--- src/sv/aec_pkg.sv ---
package aec_pkg;

  // default sizing
  localparam int NUM_SYMBOLS_DEF = 16;
  localparam int PRECISION_DEF   = 16;
  localparam int MAX_RUN_DEF     = 65535;

  // fixed field widths
  localparam int ACTION_W = 2;
  localparam int INDEX_W  = 5;
  localparam int TVAL_W   = 17;
  localparam int SYM_W    = 4;
  localparam int RUN_W    = 16;
  localparam int TDATA_IN_W  = 32;
  localparam int TDATA_OUT_W = 24;

  // table value equal to one
  localparam logic [TVAL_W-1:0] TABLE_ONE = 17'h10000;

  typedef enum logic [ACTION_W-1:0] {
    ACT_LOAD   = 2'd0,
    ACT_ENCODE = 2'd1,
    ACT_FLUSH  = 2'd2,
    ACT_NONE   = 2'd3
  } action_t;

  typedef enum logic [3:0] {
    S_IDLE, S_MLO, S_MHI, S_UPD, S_RENORM, S_FA, S_FB, S_REL, S_FIN
  } state_t;

  typedef enum logic [3:0] {
    OP_NONE, OP_LOAD, OP_START, OP_MLO, OP_MHI, OP_UPD, OP_RENORM,
    OP_FA, OP_FB, OP_REL, OP_FIN
  } op_t;

  typedef struct packed {
    op_t op;
  } cmd_t;

  typedef struct packed {
    logic can_emit;        // output register free this cycle
    logic len_small;       // length below one half
    logic base_over_half;  // base above one half
    logic idx_ok;          // load index within table
    logic sym_ok;          // symbol within alphabet
    logic hold_valid;      // a result waits in the hold register
  } status_t;

endpackage

--- src/sv/aec_ram.sv ---
module aec_ram #(
  parameter int WIDTH = 17,
  parameter int DEPTH = 17
) (
  input  logic                     clk,
  input  logic                     we,
  input  logic [$clog2(DEPTH)-1:0] waddr,
  input  logic [WIDTH-1:0]         wdata,
  input  logic [$clog2(DEPTH)-1:0] raddr,
  output logic [WIDTH-1:0]         rdata
);

  logic [WIDTH-1:0] mem [DEPTH];

  // one write port, registered read
  always_ff @(posedge clk) begin
    if (we) begin
      mem[waddr] <= wdata;
    end
    rdata <= mem[raddr];
  end

endmodule

--- src/sv/aec_ctrl.sv ---
module aec_ctrl (
  input  logic                     clk,
  input  logic                     rst,
  input  logic                     in_valid,
  input  aec_pkg::action_t         action,
  input  aec_pkg::status_t         status,
  output logic                     in_ready,
  output aec_pkg::cmd_t            cmd
);

  aec_pkg::state_t state, state_next;

  always_ff @(posedge clk) begin
    if (rst) begin
      state <= aec_pkg::S_IDLE;
    end else begin
      state <= state_next;
    end
  end

  // next state
  always_comb begin
    state_next = state;
    case (state)
      aec_pkg::S_IDLE: begin
        if (in_valid) begin
          if (action == aec_pkg::ACT_ENCODE && status.sym_ok) begin
            state_next = aec_pkg::S_MLO;
          end else if (action == aec_pkg::ACT_FLUSH) begin
            state_next = aec_pkg::S_FA;
          end
        end
      end
      aec_pkg::S_MLO: state_next = aec_pkg::S_MHI;
      aec_pkg::S_MHI: state_next = aec_pkg::S_UPD;
      aec_pkg::S_UPD: begin
        if (status.can_emit) state_next = aec_pkg::S_RENORM;
      end
      aec_pkg::S_RENORM: begin
        if (!status.len_small) state_next = aec_pkg::S_FIN;
      end
      aec_pkg::S_FA: begin
        if (status.can_emit) begin
          state_next = status.base_over_half ? aec_pkg::S_FB : aec_pkg::S_REL;
        end
      end
      aec_pkg::S_FB: begin
        if (status.can_emit) state_next = aec_pkg::S_REL;
      end
      aec_pkg::S_REL: begin
        if (status.can_emit) state_next = aec_pkg::S_FIN;
      end
      aec_pkg::S_FIN: begin
        if (!status.hold_valid || status.can_emit) state_next = aec_pkg::S_IDLE;
      end
      default: state_next = aec_pkg::S_IDLE;
    endcase
  end

  // commands
  always_comb begin
    cmd.op   = aec_pkg::OP_NONE;
    in_ready = 1'b0;
    case (state)
      aec_pkg::S_IDLE: begin
        in_ready = 1'b1;
        if (in_valid) begin
          if (action == aec_pkg::ACT_LOAD && status.idx_ok) begin
            cmd.op = aec_pkg::OP_LOAD;
          end else if (action == aec_pkg::ACT_ENCODE && status.sym_ok) begin
            cmd.op = aec_pkg::OP_START;
          end
        end
      end
      aec_pkg::S_MLO: cmd.op = aec_pkg::OP_MLO;
      aec_pkg::S_MHI: cmd.op = aec_pkg::OP_MHI;
      aec_pkg::S_UPD: begin
        if (status.can_emit) cmd.op = aec_pkg::OP_UPD;
      end
      aec_pkg::S_RENORM: begin
        if (status.len_small && status.can_emit) cmd.op = aec_pkg::OP_RENORM;
      end
      aec_pkg::S_FA: begin
        if (status.can_emit) cmd.op = aec_pkg::OP_FA;
      end
      aec_pkg::S_FB: begin
        if (status.can_emit) cmd.op = aec_pkg::OP_FB;
      end
      aec_pkg::S_REL: begin
        if (status.can_emit) cmd.op = aec_pkg::OP_REL;
      end
      aec_pkg::S_FIN: begin
        if (status.hold_valid && status.can_emit) cmd.op = aec_pkg::OP_FIN;
      end
      default: cmd.op = aec_pkg::OP_NONE;
    endcase
  end

endmodule

--- src/sv/aec_datapath.sv ---
module aec_datapath #(
  parameter int NUM_SYMBOLS = aec_pkg::NUM_SYMBOLS_DEF,
  parameter int PRECISION   = aec_pkg::PRECISION_DEF,
  parameter int MAX_RUN     = aec_pkg::MAX_RUN_DEF
) (
  input  logic                          clk,
  input  logic                          rst,
  input  aec_pkg::cmd_t                 cmd,
  input  logic [aec_pkg::INDEX_W-1:0]   table_index,
  input  logic [aec_pkg::TVAL_W-1:0]    table_value,
  input  logic [aec_pkg::SYM_W-1:0]     symbol,
  output aec_pkg::status_t              status,
  output logic                          out_valid,
  input  logic                          out_ready,
  output logic                          lead_bit,
  output logic                          run_bit,
  output logic [aec_pkg::RUN_W-1:0]     run_count,
  output logic                          overflow_error,
  output logic                          last
);

  localparam int P   = PRECISION;
  localparam int LW  = P + 1;
  localparam int AW  = $clog2(NUM_SYMBOLS + 1);
  localparam int PW  = LW + aec_pkg::TVAL_W;
  localparam logic [LW-1:0] ONE  = LW'(1) << P;
  localparam logic [LW-1:0] HALF = LW'(1) << (P - 1);
  localparam int LEN_MIN_I = (P > 17) ? (1 << (P - 17)) : 1;
  localparam logic [LW-1:0] LEN_MIN = LW'(LEN_MIN_I);
  localparam logic [aec_pkg::RUN_W-1:0] RUN_MAX = aec_pkg::RUN_W'(MAX_RUN);

  // interval and held bits
  logic [P-1:0]              base_q;
  logic [LW-1:0]             len_q;
  logic [LW-1:0]             p_lo, p_hi;
  logic [aec_pkg::SYM_W-1:0] sym_q;
  logic                      pz;
  logic [aec_pkg::RUN_W-1:0] run;

  // hold register: newest result, marked last when the word ends
  logic                      hold_v;
  logic                      h_lead, h_rbit, h_err;
  logic [aec_pkg::RUN_W-1:0] h_cnt;

  // table memory
  logic [AW-1:0]              raddr, waddr;
  logic [aec_pkg::TVAL_W-1:0] rdata, t_cl;
  logic                       we;

  assign we    = (cmd.op == aec_pkg::OP_LOAD);
  assign waddr = AW'(32'(table_index));
  assign raddr = (cmd.op == aec_pkg::OP_MLO) ? AW'(32'(sym_q) + 32'd1) : AW'(32'(symbol));

  aec_ram #(.WIDTH(aec_pkg::TVAL_W), .DEPTH(NUM_SYMBOLS + 1)) u_table (
    .clk   (clk),
    .we    (we),
    .waddr (waddr),
    .wdata (table_value),
    .raddr (raddr),
    .rdata (rdata)
  );

  // clamp and scale; one shared multiplier
  logic [PW-1:0] prod;
  logic [LW-1:0] frac;
  assign t_cl = (rdata > aec_pkg::TABLE_ONE) ? aec_pkg::TABLE_ONE : rdata;
  assign prod = PW'(len_q) * PW'(t_cl);
  assign frac = prod[LW+15:16];

  // slice ends from the old base
  logic [LW-1:0] lo, hi, diff, len_upd;
  assign lo   = LW'(base_q) + p_lo;
  assign hi   = LW'(base_q) + p_hi;
  assign diff = (hi > lo) ? (hi - lo) : '0;
  assign len_upd = (diff < LEN_MIN) ? LEN_MIN : diff;

  // bit release logic
  logic                      do_put, put_val, do_carry, do_rel;
  logic                      e_v, e_lead, e_rbit, e_err;
  logic [aec_pkg::RUN_W-1:0] e_cnt;
  logic                      pz_next;
  logic [aec_pkg::RUN_W-1:0] run_next;

  always_comb begin
    do_put   = 1'b0;
    put_val  = 1'b0;
    do_carry = 1'b0;
    do_rel   = 1'b0;
    case (cmd.op)
      aec_pkg::OP_UPD:    do_carry = lo[P];
      aec_pkg::OP_RENORM: begin
        do_put  = 1'b1;
        put_val = base_q[P-1];
      end
      aec_pkg::OP_FA: begin
        if (status.base_over_half) begin
          do_carry = 1'b1;
        end else begin
          do_put  = 1'b1;
          put_val = 1'b1;
        end
      end
      aec_pkg::OP_FB:  do_put = 1'b1;
      aec_pkg::OP_REL: do_rel = 1'b1;
      default: ;
    endcase
  end

  always_comb begin
    e_v      = 1'b0;
    e_lead   = 1'b0;
    e_rbit   = 1'b0;
    e_cnt    = '0;
    e_err    = 1'b0;
    pz_next  = pz;
    run_next = run;
    if (do_carry) begin
      if (!pz) begin
        e_v   = 1'b1;
        e_err = 1'b1;
      end else if (run == '0) begin
        pz_next  = 1'b0;
        run_next = aec_pkg::RUN_W'(1);
      end else begin
        e_v      = 1'b1;
        e_lead   = 1'b1;
        e_cnt    = run - 1'b1;
        pz_next  = 1'b1;
        run_next = '0;
      end
    end else if (do_put || do_rel) begin
      // release the held group when a zero, saturation or flush asks for it
      if (do_rel || (!put_val && (pz || run != '0)) || (put_val && run >= RUN_MAX)) begin
        e_v    = pz || (run != '0);
        e_lead = !pz;
        e_rbit = 1'b1;
        e_cnt  = pz ? run : run - 1'b1;
        e_err  = do_put && put_val;
      end
      if (do_rel) begin
        pz_next  = 1'b0;
        run_next = '0;
      end else if (!put_val) begin
        pz_next  = 1'b1;
        run_next = '0;
      end else if (run >= RUN_MAX) begin
        pz_next  = 1'b0;
        run_next = aec_pkg::RUN_W'(1);
      end else begin
        run_next = run + 1'b1;
      end
    end
  end

  // interval registers
  always_ff @(posedge clk) begin
    if (rst) begin
      base_q <= '0;
      len_q  <= ONE;
      pz     <= 1'b0;
      run    <= '0;
    end else begin
      pz  <= pz_next;
      run <= run_next;
      case (cmd.op)
        aec_pkg::OP_UPD: begin
          base_q <= lo[P-1:0];
          len_q  <= len_upd;
        end
        aec_pkg::OP_RENORM: begin
          base_q <= {base_q[P-2:0], 1'b0};
          len_q  <= {len_q[LW-2:0], 1'b0};
        end
        aec_pkg::OP_REL: begin
          base_q <= '0;
          len_q  <= ONE;
        end
        default: ;
      endcase
    end
  end

  // symbol and scaled slice ends
  always_ff @(posedge clk) begin
    if (cmd.op == aec_pkg::OP_START) sym_q <= symbol;
    if (cmd.op == aec_pkg::OP_MLO)   p_lo  <= frac;
    if (cmd.op == aec_pkg::OP_MHI)   p_hi  <= frac;
  end

  // hold and output registers
  always_ff @(posedge clk) begin
    if (rst) begin
      hold_v    <= 1'b0;
      out_valid <= 1'b0;
    end else begin
      if (e_v) begin
        hold_v <= 1'b1;
      end else if (cmd.op == aec_pkg::OP_FIN) begin
        hold_v <= 1'b0;
      end
      // output loads from the hold register, empties once taken
      if ((e_v && hold_v) || cmd.op == aec_pkg::OP_FIN) begin
        out_valid <= 1'b1;
      end else if (out_ready) begin
        out_valid <= 1'b0;
      end
    end
  end

  always_ff @(posedge clk) begin
    if (e_v) begin
      h_lead <= e_lead;
      h_rbit <= e_rbit;
      h_cnt  <= e_cnt;
      h_err  <= e_err;
    end
    if ((e_v && hold_v) || cmd.op == aec_pkg::OP_FIN) begin
      lead_bit       <= h_lead;
      run_bit        <= h_rbit;
      run_count      <= h_cnt;
      overflow_error <= h_err;
      last           <= (cmd.op == aec_pkg::OP_FIN);
    end
  end

  // status to controller
  assign status.can_emit       = !out_valid || out_ready;
  assign status.len_small      = (len_q < HALF);
  assign status.base_over_half = (LW'(base_q) > HALF);
  assign status.idx_ok         = (32'(table_index) <= 32'(NUM_SYMBOLS));
  assign status.sym_ok         = (32'(symbol) < 32'(NUM_SYMBOLS));
  assign status.hold_valid     = hold_v;

endmodule

--- src/sv/arithmetic_encoder_carry.sv ---
// Static-table binary arithmetic encoder with carry resolution.
// Input channel s_*: one word per action. s_tuser holds the action
// (load table entry, encode symbol, flush). Loads write one entry of the
// cumulative table in the accepting cycle.
// Output channel m_*: groups of code bits, a lead bit followed by
// run_count copies of run_bit; m_tuser flags a dropped carry or a
// saturated run; m_tlast marks the final group caused by an input word.
// Steps: an encode makes two table reads through the one memory port,
// sharing one multiplier, then the interval update, then one step per
// renormalising doubling, one step to leave renormalisation and one to
// release the final group. A flush takes a carry or bit step, a second
// bit step when the base is above one half, then release and final. Each step
// releases at most one group, so a stalled receiver holds the sequencer
// in that step; one group waits in the output register while the next
// is formed. Words are accepted one at a time.
// Reset clears the interval and held bits and empties the output; the
// table contents are undefined until loaded and survive flushes.
module arithmetic_encoder_carry #(
  parameter int NUM_SYMBOLS = aec_pkg::NUM_SYMBOLS_DEF,
  parameter int PRECISION   = aec_pkg::PRECISION_DEF,
  parameter int MAX_RUN     = aec_pkg::MAX_RUN_DEF
) (
  input  logic        clk,
  input  logic        rst,
  input  logic        s_tvalid,
  output logic        s_tready,
  input  logic [31:0] s_tdata,  // table_index[4:0], table_value[21:5], symbol[25:22]
  input  logic [1:0]  s_tuser,  // action[1:0]
  output logic        m_tvalid,
  input  logic        m_tready,
  output logic [23:0] m_tdata,  // lead_bit[0], run_bit[1], run_count[17:2]
  output logic        m_tuser,  // overflow_error[0]
  output logic        m_tlast
);

  aec_pkg::cmd_t    cmd;
  aec_pkg::status_t status;
  logic             lead_bit, run_bit;
  logic [15:0]      run_count;

  aec_ctrl u_ctrl (
    .clk      (clk),
    .rst      (rst),
    .in_valid (s_tvalid),
    .action   (aec_pkg::action_t'(s_tuser)),
    .status   (status),
    .in_ready (s_tready),
    .cmd      (cmd)
  );

  aec_datapath #(
    .NUM_SYMBOLS (NUM_SYMBOLS),
    .PRECISION   (PRECISION),
    .MAX_RUN     (MAX_RUN)
  ) u_dp (
    .clk            (clk),
    .rst            (rst),
    .cmd            (cmd),
    .table_index    (s_tdata[4:0]),
    .table_value    (s_tdata[21:5]),
    .symbol         (s_tdata[25:22]),
    .status         (status),
    .out_valid      (m_tvalid),
    .out_ready      (m_tready),
    .lead_bit       (lead_bit),
    .run_bit        (run_bit),
    .run_count      (run_count),
    .overflow_error (m_tuser),
    .last           (m_tlast)
  );

  assign m_tdata = {6'd0, run_count, run_bit, lead_bit};

endmodule

--- config.mk ---
export PLATFORM = sky130hd
export DESIGN_NAME = arithmetic_encoder_carry
export DESIGN_NICKNAME = d
export VERILOG_FILES = /design/src/sv/aec_pkg.sv /design/src/sv/aec_ram.sv /design/src/sv/aec_ctrl.sv /design/src/sv/aec_datapath.sv /design/src/sv/arithmetic_encoder_carry.sv
export SDC_FILE = /design/constraint.sdc
export NUM_CORES = 1
export LEC_CHECK = 0
export BUFFER_PORTS_ARGS = -buffer_cell sky130_fd_sc_hd__buf_4
export CAP_MARGIN = 20
export CORE_ASPECT_RATIO = 0.8
export CORE_MARGIN = 4
export CORE_UTILIZATION = 58
export DETAILED_ROUTE_END_ITERATION = 7
export PLACE_DENSITY = 0.86
export SLEW_MARGIN = 10
export SYNTH_ARGS = -nofsm -noshare
export SYNTH_HDL_FRONTEND = slang
export SYNTH_SLANG_ARGS = --single-unit
--- constraint.sdc ---
create_clock -name clk -period 6.3 [get_ports clk]
set_input_delay 1.575 -clock clk [delete_from_list [all_inputs] [get_ports clk]]
set_output_delay 1.575 -clock clk [all_outputs]
set_load 0.005 [all_outputs]
==> out/qor.yml, run 1 <==
status:
  outcome: "finished, violations left"
  violations: "negative setup slack"
cells_and_area:
  num_antenna_cells: 0
  layout.nets: 3243
  layout-drive-gt1-share_pct: 15.2
  final_area_um2: 33400
  fin_util_pct: 67.4
  fillers: 3210
  area_growth_pct: 15.1
detailed_routing:
  routedWlPerCell_um: 21.0
  ant_nets: 0
  first_pass_iters: 6
  dr_total_vias: 21400
  drt_first_iter_violations: 2278
  drc_errors: 0
  vias_per_cell: 6.07
  drt-total-wl_mm: 74.4
yosys:
  synth_edf_count: 366
  ys_seq_elements: 439
  synthTopCellsByArea: "edfxtp_1 38%, fa_1 15%, ha_1 6.6%"
  synth_area_leader_cell: "edfxtp_1"
  avgSynthCellArea_um2: 10.7
  yosysSeqAreaShare_pct: 42.9
  syn-cell-area_um2: 29000
  synthFlopType: "edfxtp_1"
  synth_top_area_share_pct: 37.8
  yosysWarnings: 0
  synthCells: 2714
  synth_cell_types: 84
  async_reset_ff_share_pct: 0
timing:
  tightest_slew_ps: 1080
  maxSlewHeadroom_pct: 27.8
  clock.fmax_mhz: 146
  finalCriticalPeriod_ps: 6850
  setup_viol: 24
  setup_ws_ps: -547
  min_period_over_period_pct: 109
  rsz0062_at_grt: "yes"
  hold-worst-slack_ps: 418
  finalMaxSlewViolations: 0
  hold_viol: 0
  skew_ps: 21.2
pwr:
  p_int_mw: 7.85
  p_clk_share_pct: 20.4
  comb_power_share_pct: 51.8
  net-switching-power_mw: 5.41
  seq_power_share_pct: 27.8
  irDropWorstVdd_uv: 339
  p_leak_nw: 13.6
  netSwitchingFraction_pct: 40.8
  total_power_mw: 13.3
  power.density_nw_per_um2: 397
run:
  max-cap-violations: 0
global_routing:
  grt_pass1_wl_mm: 117
  grt_pass1_vias: 21800
  antenna_found_initial: 1
  globalRouteOverflowTotal: 0
  grt_max_degree: 137
  grtUsageTotal_pct: 27.2
setup_path:
  endpoint_kind: "flip-flop"
  critical_path_required_ps: 6610
  worstPathArrival_ps: 7160
  crit_fanout: 4
  crit_type: "reg2reg"
  critPathLaunchType: "flip-flop"
clocking:
  clkLatencyLatePin_ps: 590
  path_clk_slew_ps: 60
  numCtsBuffers: 42
  cts_htree_levels: 2
  clockBufferDepth: 3
  cts_tree: "built"
  cts_sinks: 439
  ctsHoldBuffers: 0
  root_buffer: "clkbuf_16"
die:
  fp.dieW_um: 258
  dieArea_um2: 53700
  ios: 66
  core_um2: 49600
  initial_utilization_pct: 58.6
  num_rows: 73
  dieHeight_um: 208
placement:
  dp_slack_ps: -604
  portBuffers: 53
  gp_congestion: 0.949
  placed_area_um2: 31100
  hpwl_mm: 50.3
hold_path:
  hp-class: "reg2reg"
-- synthesized netlist by cell type, types with 5 or more instances --
library cell    n
nand2_1       378
edfxtp_1      366
inv_1         302
fa_1          224
and2_1        191
ha_1          154
a211oi_1      121
nor2_1        120
clkbuf_1      114
a21oi_1        95
dfxtp_1        73
xnor2_1        48
a311oi_1       47
o21ai_0        45
a31oi_1        40
a21o_1         37
xor2_1         32
nand3_1        27
nor2b_1        23
nor3_1         23
buf_2          19
or3_1          16
o211ai_1       13
a22oi_1        12
buf_1          12
nand2b_1       12
nor4_1         11
o21a_1         11
buf_4          10
and3_1          8
and4_1          7
o21bai_1        7
o31ai_1         6
or2_2           6
a221oi_1        5
o211a_1         5
o221ai_1        5
-- layout by cell type (no fill, tap or decap), types with 15 or more instances in the layout --
cell type,n
a211oi_1,120
a21o_1,37
a21oi_1,86
a311oi_1,47
a31oi_1,40
and2_1,184
buf_4,178
buf_6,23
clkbuf_16,43
dfxtp_1,69
edfxtp_1,366
fa_1,217
ha_1,145
inv_1,291
nand2_1,367
nand3_1,26
nor2_1,100
nor2_2,17
nor2b_1,15
nor3_1,23
o21ai_0,42
or3_1,16
xnor2_1,41
xor2_1,24
-- metrics by stage --
| stage | cells | setup TNS (ps) |
|---|---|---|
| floorplan | 2719 | -244 |
| global placement | 3423 | -9140 |
| detailed placement | 3429 | -13110 |
| CTS | 3526 | -8170 |
| global route | 3535 | -15360 |
| finish | 3535 | -9000 |
-- power by group through the flow --
stage          clock network [mW]  logic, mW  registers (mW)
2_1_floorplan                   0       4.23            3.64
3_3_place_gp                    0       5.87            3.73
3_5_place_dp                    0       6.13            3.74
4_1_cts                      2.71       6.53            3.68
5_1_grt                      2.84       7.47            3.71
6_report                     2.70       6.87            3.69
-- worst paths after layout --
check | from | endpoint | slack [ps] | depth (start not counted)
min reg2reg | u_dp.h_cnt[5] | u_dp.run_count[5] | 420 | 0
min | u_dp.h_cnt[5] | u_dp.run_count[5] | 420 | 0
max | u_dp.u_table.rdata[2] | u_dp.p_hi[16] | -550 | 26
max reg2reg | u_dp.u_table.rdata[2] | u_dp.p_hi[16] | -550 | 26
-- critical path: stages (launching register included) --
cell       delay [ps]
dfxtp_1           330
nor4_4            330
a41oi_4           180
buf_6             170
nor2b_1           120
buf_4             190
buf_6             130
nand2_4            50
fa_1              480
fa_1              520
inv_2              50
fa_1              460
fa_1              490
fa_1              500
inv_1              50
fa_1              510
inv_2              60
ha_4              240
and2_4            160
a221o_1           340
a21oi_2           170
o21ai_2            80
a221oi_2          260
buf_4             200
o2111ai_4         140
a21oi_2           230
xnor2_2           100
-- metal layers --
metal	track usage [%]	share of wire [%]	vias up
met1	36.4	39	10500
li1	-	-	9556
met2	44.6	48	1220
met4	8.81	3.6	0
met5	0	0	-
met3	5.90	10	207
-- cells by family after synthesis --
logic type	share of synthesized area [%]
AND/OR/NAND/NOR	14.1
adder cells (fa/ha/maj)	22.1
XOR/XNOR	2.41
multiplexers	0.194
buffers and inverters	6.16
other	0.0129
AO/OA/AOI/OAI	12.2
flip-flops	42.9
-- cell type report --
class                   count  area [um^2]  area share (%)
repair buffers            220         1960            5.87
well taps                 675          845            2.53
clock inverters            22          309           0.925
flip-flops and latches    439        12500            37.3
clock buffers              55         1170            3.50
inverters                 302         1130            3.39
multi-input cells        1822        15500            46.5
-- state kept, by name (all words and copies together), names as in the netlist, 4 cells and up --
| register | count |
|---|---|
| u_dp.len_q | 17 |
| u_dp.p_hi | 17 |
| u_dp.h_cnt | 16 |
| u_dp.u_table.mem | 289 |
| u_dp.run_count | 16 |
| u_dp.u_table.rdata | 17 |
| u_dp.run | 16 |
| u_dp.sym_q | 4 |
| u_dp.base_q | 16 |
| u_ctrl.state | 4 |
| u_dp.p_lo | 17 |
-- repair_timing --
action,CTS,global route
setup buffers,24,10
gates resized for setup,74,51
gates cloned,1,1
endpoints found under the setup margin,30,34
pin swaps,53,24
(Power assumes the default switching activity.)
==> run 2: changes to the inputs <==
ABC_AREA = 1   (was unset)
==> run 2 against run 1 <==
The run still ends with negative setup slack left. Sequential cell count unchanged. Synthesized cell count increased by 18%. Cell count increased by 16%. Die area increased by 3.1%. Maximum frequency increased by 4.9%. Largest power group unchanged.
==> out/qor.yml, run 2 <==
clocking:
  ctsHoldBuffers: 0
  cts_tree: "built"
  clkLatencyLatePin_ps: 600
  root_buffer: "clkbuf_16"
  numCtsBuffers: 44
  path_clk_slew_ps: 60
  clockBufferDepth: 3
  cts_htree_levels: 2
  cts_sinks: 439
timing:
  setup_ws_ps: -227
  setup_viol: 32
  finalMaxSlewViolations: 0
  maxSlewHeadroom_pct: 39.9
  skew_ps: 44.9
  hold_viol: 0
  hold-worst-slack_ps: 415
  clock.fmax_mhz: 153
  min_period_over_period_pct: 104
  tightest_slew_ps: 902
  rsz0062_at_grt: "yes"
  finalCriticalPeriod_ps: 6530
yosys:
  synthCells: 3196
  avgSynthCellArea_um2: 9.38
  yosysSeqAreaShare_pct: 41.5
  synthTopCellsByArea: "edfxtp_1 37%, fa_1 15%, nand2_1 6.8%"
  async_reset_ff_share_pct: 0
  synthFlopType: "edfxtp_1"
  synth_cell_types: 57
  synth_compound_area_share_pct: 10.8
  synth_most_common_cell: "nand2_1"
  ys_seq_elements: 439
  ys_top_cells_by_count: "546 x nand2_1, 502 x inv_1, 366 x edfxtp_1, 332 x nor2_1, 224 x fa_1"
  yosysWarnings: 0
  synthXorXnorAreaFrac_pct: 1.87
  synth_mux_area_share_pct: 0
  synth_top_family_by_area: "adder cells"
  synth_fa_ha_area_share_pct: 21.4
  synth_area_leader_cell: "edfxtp_1"
  synth_top_area_share_pct: 36.7
  synth_edf_count: 366
  syn-cell-area_um2: 30000
  synth-simple-area-share_pct: 16.0
hold_path:
  worstHoldStart: "u_dp.h_cnt[7]"
  hold_end: "u_dp.run_count[7]"
  whs_path_depth: 0
  hp-class: "reg2reg"
placement:
  gp_congestion: 1.02
  portBuffers: 53
  hpwl_mm: 56.6
  placed_area_um2: 32000
  dp_slack_ps: -215
cells_and_area:
  layout-drive-gt1-share_pct: 14.0
  largest_reg_flops: 289
  layout_common_cells: "536 x nand2_1, 490 x inv_1, 366 x edfxtp_1, 296 x nor2_1, 229 x buf_4"
  layout.nets: 3778
  final_common_cell: "nand2_1"
  top_register: "u_dp.u_table.mem"
  final_area_um2: 34200
  area_growth_pct: 14.0
setup_path:
  crit_top_cell: "fa_1"
  r2r_slack_ps: -230
  crit_fanout: 8
  r2r_end: "u_dp.p_lo[9]"
  reg2reg_from: "u_dp.u_table.rdata[0]"
  worstPathArrival_ps: 6920
  max_stage_delay_ps: 570
  crit_type: "reg2reg"
  endpoint_kind: "flip-flop"
  critPathLaunchType: "flip-flop"
  slowest_stage: "fa_1"
  critical_path_required_ps: 6690
  r2r_cells: 29
detailed_routing:
  vias_per_cell: 5.93
  drt-total-wl_mm: 82.4
  drt_first_iter_violations: 3172
  routedWlPerCell_um: 20.2
  drc_errors: 0
  ant_nets: 0
  first_pass_iters: 6
  dr_total_vias: 24200
die:
  num_rows: 74
  dieArea_um2: 55400
  core_um2: 51100
  dieHeight_um: 211
  ios: 66
  fp.dieW_um: 262
  initial_utilization_pct: 58.6
global_routing:
  grt_max_degree: 117
  grt_pass1_wl_mm: 129
  grt_pass1_vias: 24000
  antenna_found_initial: 2
  globalRouteOverflowTotal: 0
  grtUsageTotal_pct: 29.6
pwr:
  power.density_nw_per_um2: 340
  p_leak_nw: 14.8
  irDropWorstVdd_uv: 406
run:
  max-cap-violations: 0
status:
  violations: "negative setup slack"
  outcome: "finished, violations left"
[run 2: cell count changes in the layout (fill, tap and decap cells not counted), sizes merged, moves of 117 or more]
cell    change
nor2      +222
inv       +211
o21ai     +197
and2      -188
nand2     +178
nand3     +123
a211oi    -117
[run 2: where the power goes]
part,internal (mW),switching [mW],total (mW)
registers,3.36,0.113,3.47
clock network,1.59,1.16,2.75
logic,1.91,3.50,5.40
total,6.86,4.77,11.6
[run 2: worst max-delay path by stage]
| stage | startpoint | end | slack [ps] |
|---|---|---|---|
| floorplan | u_dp.u_table.rdata[0] | u_dp.p_hi[12] | 100 |
| finish | u_dp.u_table.rdata[0] | u_dp.p_lo[9] | -230 |
| global route | u_dp.u_table.rdata[4] | u_dp.p_hi[15] | -460 |
| global placement | u_dp.u_table.rdata[14] | u_dp.p_hi[7] | -70 |
| detailed placement | u_dp.u_table.rdata[0] | u_dp.p_hi[12] | -210 |
| CTS | u_dp.u_table.rdata[15] | u_dp.p_hi[15] | -2 |
[run 2: cells by family after synthesis]
kind of cell    Yosys count
compound gates          536
flops                   439
other cells               1
xor+xnor                 64
buf+inv                 644
fa+ha+maj               378
simple gates           1134
[run 2: worst max-delay path: cells and delay by family (launching register included)]
family / cells / cell delay [ps]
adders and majority gates: 7 / 3340
and+or+nand+nor: 12 / 1410
buffers and inverters: 9 / 1000
DFF: 1 / 340
xor gates and xnor gates: 1 / 210
[run 2: what timing repair did]
action,CTS,global route
setup buffers,6,11
endpoints found under the setup margin,34,34
gates cloned,1,0
resized for setup,49,71
pin swaps,19,34
[run 2: per-stage QoR]
stage          power [mW]  utilization (%)  cells  TNS [ps]
6_report             11.6             66.9   4083     -3630
5_1_grt              12.3             66.9   4082    -11410
4_1_cts              11.3             66.1   4069     -4.32
3_5_place_dp         8.37             62.6   3980     -3130
3_3_place_gp         8.23             62.6   3980      -976
2_1_floorplan        6.66                -   3201         0
[run 2: area by class of cell]
class,instances,area [um^2]
inverter,519,1970
sequential,439,12500
clock buffer,60,1250
timing repair buffer,240,1890
clock inverter,22,287
antenna,1,2.50
tap,684,856
multi-input combinational,2118,15500
fill,3590,16900
[run 2: per-layer routing]
layer  track usage [%]  up-vias  routed length (um)
met1              40.4    11500               31400
met5                 0        -                  27
met2              46.3     1541               37600
met3              7.83      288               10100
met4              10.7        4                3240
li1                  -    10800                   -
